File: src/hw/rtl/dfsp_pkg.sv
// ----------------------------------------------------------------------------
// dfsp_pkg
// Shared types and constants of the dark/flat/sky pixel calibration core.
// ----------------------------------------------------------------------------
package dfsp_pkg;

  localparam int unsigned PIXEL_BITS_DEF = 16;

  localparam int unsigned SAMPLE_W = 16;
  localparam int unsigned FLAT_W   = 20;
  localparam int unsigned CHAN_W   = 2;
  localparam int unsigned GAIN_W   = 16;
  localparam int unsigned BIAS_W   = 17;
  localparam int unsigned MODE_W   = 2;
  localparam int unsigned CFG_IDX_W  = 3;
  localparam int unsigned CFG_DATA_W = 17;
  localparam int unsigned OUT_W    = 32;

  // Q.12 dark-corrected sample, quotient of the flat division, signed Q.12 after sky
  localparam int unsigned DARK_W = 28;
  localparam int unsigned NUM_W  = DARK_W + 16;
  localparam int unsigned SKY_D_W = NUM_W + 2;

  // Divider: quotient bits resolved per pipeline stage
  localparam int unsigned DIV_BITS   = 4;
  localparam int unsigned DIV_STAGES = (NUM_W + DIV_BITS - 1) / DIV_BITS;

  // Output modes
  localparam logic [MODE_W-1:0] MODE_WIDE  = 2'd0;
  localparam logic [MODE_W-1:0] MODE_CLAMP = 2'd1;
  localparam logic [MODE_W-1:0] MODE_BYTE  = 2'd2;

  // Configuration register indexes
  localparam logic [CFG_IDX_W-1:0] REG_DARK_GAIN   = 3'd0;
  localparam logic [CFG_IDX_W-1:0] REG_GAIN_RED    = 3'd1;
  localparam logic [CFG_IDX_W-1:0] REG_GAIN_GREEN  = 3'd2;
  localparam logic [CFG_IDX_W-1:0] REG_GAIN_BLUE   = 3'd3;
  localparam logic [CFG_IDX_W-1:0] REG_SOFT_BIAS   = 3'd4;
  localparam logic [CFG_IDX_W-1:0] REG_OUTPUT_MODE = 3'd5;
  localparam logic [CFG_IDX_W-1:0] REG_FLAT_ENABLE = 3'd6;
  localparam logic [CFG_IDX_W-1:0] REG_SKY_ENABLE  = 3'd7;

  // Channel codes
  localparam logic [CHAN_W-1:0] CH_RED   = 2'd0;
  localparam logic [CHAN_W-1:0] CH_GREEN = 2'd1;
  localparam logic [CHAN_W-1:0] CH_BLUE  = 2'd2;

  localparam logic [GAIN_W-1:0] GAIN_UNITY = 16'd4096;

  typedef struct packed {
    logic [SAMPLE_W-1:0] raw_sample;
    logic [SAMPLE_W-1:0] dark_sample;
    logic [FLAT_W-1:0]   flat_sample;
    logic [SAMPLE_W-1:0] sky_sample;
    logic [CHAN_W-1:0]   channel;
  } dfsp_item_t;

  typedef struct packed {
    logic signed [OUT_W-1:0] pixel_out;
    logic                    clipped;
  } dfsp_result_t;

  // Fields that ride alongside the divider
  typedef struct packed {
    logic [SAMPLE_W-1:0] sky_sample;
    logic [CHAN_W-1:0]   channel;
    logic                zero_flat;
  } dfsp_side_t;

endpackage

File: src/hw/rtl/dfsp_divider.sv
// ----------------------------------------------------------------------------
// dfsp_divider
// Pipelined restoring divider: DIV_BITS quotient bits per stage, one new
// transaction per cycle, side data carried alongside each transaction.
// ----------------------------------------------------------------------------
module dfsp_divider (
  input  logic                          clk,
  input  logic                          rst,
  input  logic                          in_valid,
  input  logic [dfsp_pkg::NUM_W-1:0]    dividend,
  input  logic [dfsp_pkg::FLAT_W-1:0]   divisor,
  input  dfsp_pkg::dfsp_side_t          in_side,
  output logic                          out_valid,
  output logic [dfsp_pkg::NUM_W-1:0]    quotient,
  output dfsp_pkg::dfsp_side_t          out_side
);
  import dfsp_pkg::*;

  logic               valid_q [DIV_STAGES];
  logic [FLAT_W-1:0]  rem_q   [DIV_STAGES];
  logic [NUM_W-1:0]   num_q   [DIV_STAGES];
  logic [FLAT_W-1:0]  den_q   [DIV_STAGES];
  dfsp_side_t         side_q  [DIV_STAGES];

  genvar s;
  generate
    for (s = 0; s < DIV_STAGES; s++) begin : g_stage
      logic              valid_in;
      logic [FLAT_W-1:0] rem_in;
      logic [NUM_W-1:0]  num_in;
      logic [FLAT_W-1:0] den_in;
      dfsp_side_t        side_in;
      logic [FLAT_W-1:0] rem_next;
      logic [NUM_W-1:0]  num_next;

      if (s == 0) begin : g_first
        assign valid_in = in_valid;
        assign rem_in   = '0;
        assign num_in   = dividend;
        assign den_in   = divisor;
        assign side_in  = in_side;
      end else begin : g_rest
        assign valid_in = valid_q[s-1];
        assign rem_in   = rem_q[s-1];
        assign num_in   = num_q[s-1];
        assign den_in   = den_q[s-1];
        assign side_in  = side_q[s-1];
      end

      // Shift in one dividend bit, subtract the divisor when it fits; the
      // quotient bits fill the dividend register from the bottom.
      always_comb begin
        logic [FLAT_W:0]   trial;
        logic [FLAT_W-1:0] r;
        logic [NUM_W-1:0]  n;
        r = rem_in;
        n = num_in;
        for (int k = 0; k < DIV_BITS; k++) begin
          trial = {r, n[NUM_W-1]};
          if (trial >= {1'b0, den_in}) begin
            r = FLAT_W'(trial - {1'b0, den_in});
            n = {n[NUM_W-2:0], 1'b1};
          end else begin
            r = trial[FLAT_W-1:0];
            n = {n[NUM_W-2:0], 1'b0};
          end
        end
        rem_next = r;
        num_next = n;
      end

      always_ff @(posedge clk) begin
        if (rst) begin
          valid_q[s] <= 1'b0;
        end else begin
          valid_q[s] <= valid_in;
        end
        rem_q[s]  <= rem_next;
        num_q[s]  <= num_next;
        den_q[s]  <= den_in;
        side_q[s] <= side_in;
      end
    end
  endgenerate

  // Every stage resolves DIV_BITS bits, so the quotient fills the whole register
  assign out_valid = valid_q[DIV_STAGES-1];
  assign quotient  = num_q[DIV_STAGES-1];
  assign out_side  = side_q[DIV_STAGES-1];

endmodule

File: config.mk
export PLATFORM = sky130hd
export DESIGN_NAME = dfsp_divider
export DESIGN_NICKNAME = d
export VERILOG_FILES = /design/src/hw/rtl/dfsp_pkg.sv /design/src/hw/rtl/dfsp_divider.sv
export SDC_FILE = /design/constraint.sdc
export NUM_CORES = 2
export LEC_CHECK = 0
export ABC_AREA = 1
export ABC_CLOCK_PERIOD_IN_PS = 19000
export BUFFER_PORTS_ARGS = -buffer_cell sky130_fd_sc_hd__buf_2
export CAP_MARGIN = 20
export CORE_ASPECT_RATIO = 1.1
export CORE_MARGIN = 2
export CORE_UTILIZATION = 50
export DETAILED_ROUTE_END_ITERATION = 6
export HOLD_SLACK_MARGIN = 0.05
export PLACE_DENSITY_LB_ADDON = 0.25
export RECOVER_POWER = 50
export SLEW_MARGIN = 10
export SYNTH_ARGS = -nofsm -noshare
export SYNTH_HDL_FRONTEND = slang
export SYNTH_SLANG_ARGS = --single-unit
File: constraint.sdc
create_clock -name clk -period 19 [get_ports clk]
set_clock_uncertainty 0.15 [all_clocks]
set_input_delay 2.85 -clock clk [delete_from_list [all_inputs] [get_ports clk]]
set_output_delay 2.85 -clock clk [all_outputs]
set_load 0.01 [all_outputs]
* Word-level counts from Yosys, hierarchy flattened
Memories as Yosys holds them, arrays and structs flattened.
Index checks and enable logic that the tools add are counted.
** Storage, ports and cells
- Output and inout bits :: 64
- Flip-flop bits (word level) :: 0
- Logic and storage cells :: 206
- Bits in writable memories :: 1144
- Input port bits :: 86
- Memories kept :: 5
** Operators by class
- Muxes and demuxes :: 102
- $add $sub $neg :: 44
- Bitwise logic cells :: 11
- $lt $le $gt $ge :: 44
** Memories
- num_q :: depth 11, width 44, rd ports 11, clocked after memory_dff 0, write ports 11, line dfsp_divider.sv:21 : logic [NUM_W-1:0] num_q [DIV_STAGES];
- den_q :: depth 11, width 20, rd ports 10, clocked after memory_dff 0, write ports 11, line dfsp_divider.sv:22 : logic [FLAT_W-1:0] den_q [DIV_STAGES];
- rem_q :: depth 11, width 20, rd ports 10, clocked after memory_dff 0, write ports 11, line dfsp_divider.sv:20 : logic [FLAT_W-1:0] rem_q [DIV_STAGES];
- side_q :: depth 11, width 19, rd ports 11, clocked after memory_dff 0, write ports 11, line dfsp_divider.sv:23 : dfsp_side_t side_q [DIV_STAGES];
- valid_q :: depth 11, width 1, rd ports 11, clocked after memory_dff 0, write ports 11, line dfsp_divider.sv:19 : logic valid_q [DIV_STAGES];
** Operators with widths (number)
- $ge A21 B20 Y1 :: 43
- $mux W20 :: 44
- $sub A20 B20 Y20 :: 43
- $mux W1 :: 58
- $ge A1 B20 Y1 :: 1
- $sub A1 B20 Y20 :: 1
- $or A1 B1 Y1 :: 11

* Depth between registers and ports, before layout
An unclocked memory read counts as a cell.
- Depth after elaboration :: 9
- Gate-level depth with buffers :: 66
- Depth with buffers taken out :: 63

* Least setup slack after synthesis
OpenSTA, ideal clock, no wires.
- Kind :: input to register
- Start :: in divisor[1] in the netlist's numbering
- End :: mem rem_q[0][18]
- Buffers on the path :: 4
- Stages :: 52
- Data required time :: 18.738 ns
- Arrival time :: 9.232 ns
- Setup time :: 0.112 ns
- Path slack :: 9.506 ns
- Cells stage by stage :: inv_1 ha_1 nand3_1 nor2_2 nand2_1 nor4_2 o21ai_2 clkbuf_1 nor2_1 ha_1 a21oi_1 o21ai_0 a21oi_1 nand3_1 nand2_1 nand3_1 nand2_1 nand2_1 (+16 left out) nand2_1 ha_1 nand3_1 nand2_1 nand2_1 nand3b_1 a21boi_0 o21ai_0 nand2_1 nand3_1 nand2_1 nand2_1 nand3_1 nand2_1 nand2_1 nand2_1 nand2_1 nand2_1
** RTL lines
- from (decl) :: line dfsp_divider.sv:11 : input logic [dfsp_pkg::FLAT_W-1:0] divisor,
- to (decl) :: line dfsp_divider.sv:20

==> results_dict.tcl <==
set metrics [dict create \
    critical_path.endpoint_type "flop" \
    slowest_stage "sky130_fd_sc_hd__nand3_1" \
    drt_iter0_markers 5208 \
    netlist.top_cell.by_area "sky130_fd_sc_hd__dfxtp_1" \
    timing.final.crit_period_ns 11.61 \
    place_hpwl_um 203000 \
    utilization_pct 54.2 \
    yosysTopAreaCellShare_pct 28.3 \
    synth.most_common_cell "sky130_fd_sc_hd__nand2_1" \
    fillerInstances 15800 \
    slowest_delay_ns 0.65 \
    timing.final.hold_violations 0 \
    layout_worst_path_cycle_share_pct 61.1 \
    max_clock_freq_ghz 0.0861 \
    synthesis.instances 11300 \
    detail-route-antenna-nets 0 \
    synth_top_flop_cell "sky130_fd_sc_hd__dfxtp_1" \
    timing.max_cap.violations 0 \
    critical_path.n_buffers_inverters 3 \
    synthesis.yosys.warnings 0 \
    max_slew.worst_pin.slew_ns 1.09 \
    grt_max_degree 34 \
    buffer_ports.inserted 149 \
    setup.worst_path.start_class "input pin" \
    seq_area_frac_synth_pct 28.3 \
    ys_seq_elements 1104 \
    drive_gt1_share_pct 4.80 \
    route.detailed.vias_per_inst 5.45 \
    async_reset_ff_share_pct 0 \
    synth-edff-count 0 \
    status "finished clean" \
    htreeDepth 3 \
    core_region_area_um2 156000 \
    design.portCount 150 \
    postSynthAreaPerCell_um2 6.94 \
    nets_in_the_synthesized_netlist 12200 \
    clk-insertion-delay-late_ns 0.78 \
    grt_pass1_wl_um 385000 \
    worst_path_dominant_cell_family "simple AND/OR/NAND/NOR gates" \
    synth.distinct_cells 64 \
    timing.critical_path.fanout_max 22 \
    setup_tns_ns 0 \
    timing.final.setup_violations 0 \
    rsz0062_at_grt "false" \
    clock_tree.root_cell "sky130_fd_sc_hd__clkbuf_16" \
    effective_utilization_at_floorplan_pct 50.2 \
    global_placement_routability_congestion 0.972 \
    floorplan.die.width_um 381 \
    drt_first_pass_iters 6 \
    synth_area_um2 78100 \
    die_area_um2 159000 \
    post_cts.repair.setup_buffers 0 \
    antenna_found_initial 1 \
    wl_per_cell_um 18.4 \
    path_common_cell "sky130_fd_sc_hd__nand2_1" \
    worst_ep_required_time_ns 19.48 \
    number_of_global_route_vias_before_repair 70500 \
    clock_sink_count 1104 \
    cts-root-to-sink-buffers 3 \
    critPathKind "in -> reg" \
    worst_setup_hold_path_clk_slew_ns 0.06 \
    final_wirelength_um 249000 \
    synth_common_cells "3443 x sky130_fd_sc_hd__nand2_1, 1261 x sky130_fd_sc_hd__inv_1, 1104 x sky130_fd_sc_hd__dfxtp_1" \
    cts_buffer_count 111 \
    final_net_count 12400 \
    netlist_top_cells_area "sky130_fd_sc_hd__dfxtp_1 28%, sky130_fd_sc_hd__nand2_1 17%, sky130_fd_sc_hd__ha_1 14%, sky130_fd_sc_hd__inv_1 6.1%, sky130_fd_sc_hd__a21oi_1 5.6%" \
    worstHoldPathType "reg -> reg" \
    chipHeight_um 418 \
    cts_resized 0 \
    globalRoute.totalOverflow 0 \
    areaGrowthSynthToFinish_pct 7.95 \
    max_slew_margin_pct 27.4 \
    grt.total_usage_pct 30.4 \
    tritoncts_clock_tree "built" \
    row_count 152 \
    postCtsHoldBufs 0 \
    critical_path_arrival_ns 12.09 \
    report.final.slew_viol_count 0 \
    dr_total_vias 73800 \
    post-route-drc-count 0 \
]
## per-stage QoR
step	cell area [µm²]	setup WS, ns	cells	hold slack [ns]
6_report	84300	7.39	13500	0.137
3_3_place_gp	80400	6.66	13300	0.160
4_1_cts	84200	7.45	13500	0.134
3_5_place_dp	80400	6.68	13300	0.162
5_1_grt	84300	6.29	13500	0.151
2_1_floorplan	78100	9.51	11300	0.160
## final timing paths
path	cells after the start	slack (ns)	start	to
min reg2reg	0	0.14	num_q[2][3]$_DFF_P_	num_q[3][7]$_DFF_P_
max reg2reg	46	7.93	den_q[3][1]$_DFF_P_	rem_q[4][13]$_DFF_P_
min	0	0.14	num_q[2][3]$_DFF_P_	num_q[3][7]$_DFF_P_
max	47	7.39	divisor[1]	rem_q[0][17]$_DFF_P_
## logic make-up (layout without fill, tap and decap cells)
logic type,Yosys count,after routing,share of synthesized area (%)
AO/OA/AOI/OAI,1776,1776,12.3
XOR/XNOR,683,683,7.66
adder cells (fa/ha/maj),904,904,14.9
buffers and inverters,1460,1660,7.58
flip-flops,1104,1104,28.3
other,0,2,0
AND/OR/NAND/NOR,5327,5327,29.2
## per-layer routing
layer / routed length (µm) / GRT usage (%) / vias up / part of all wire, %
li1: - / - / 37300 / -
met2: 118000 / 53.3 / 2150 / 47
met4: 12800 / 14.6 / 0 / 5.1
met5: 0 / 0 / - / 0
met3: 11600 / 2.67 / 545 / 4.7
met1: 106000 / 37.4 / 33800 / 43
## flip-flops by register name, indices dropped and copies added (netlist names)
name and cells:
side_q 209, valid_q 11, den_q 200, num_q 484, rem_q 200
## layout make-up
type,count,area (µm²),area share (%)
clock inverter,58,711,0.843
timing repair buffer,165,870,1.03
sequential,1104,22100,26.2
multi-input combinational,8690,50000,59.4
inverter,1289,4840,5.74
antenna,2,5.00,0.00594
clock buffer,148,3090,3.66
tap,2079,2600,3.09
## cells in the final DEF (no fill, tap or decap), types with 22 or more instances in the layout
cell and instances:
sky130_fd_sc_hd__nand2_1 3443, sky130_fd_sc_hd__inv_1 1261, sky130_fd_sc_hd__dfxtp_1 1104, sky130_fd_sc_hd__a21oi_1 871, sky130_fd_sc_hd__ha_1 862, sky130_fd_sc_hd__nand3_1 651, sky130_fd_sc_hd__nor2_1 616, sky130_fd_sc_hd__o21ai_0 528
sky130_fd_sc_hd__xor2_1 374, sky130_fd_sc_hd__xnor2_1 309, sky130_fd_sc_hd__nand4_1 238, sky130_fd_sc_hd__buf_2 149, sky130_fd_sc_hd__clkbuf_16 111, sky130_fd_sc_hd__nor3_1 87, sky130_fd_sc_hd__o21ai_1 84, sky130_fd_sc_hd__nor4_1 76
sky130_fd_sc_hd__o21bai_1 58, sky130_fd_sc_hd__a31oi_1 55, sky130_fd_sc_hd__a21o_1 51, sky130_fd_sc_hd__nand3b_1 42, sky130_fd_sc_hd__fa_1 42, sky130_fd_sc_hd__or2_2 32, sky130_fd_sc_hd__nand2_2 29, sky130_fd_sc_hd__inv_2 24
sky130_fd_sc_hd__nor2_2 23, sky130_fd_sc_hd__a21boi_0 23, sky130_fd_sc_hd__o211ai_1 22, sky130_fd_sc_hd__o21a_1 22
Power is not shown: default switching activity piles up to over one toggle a cycle in this logic, so the estimate is an artifact.
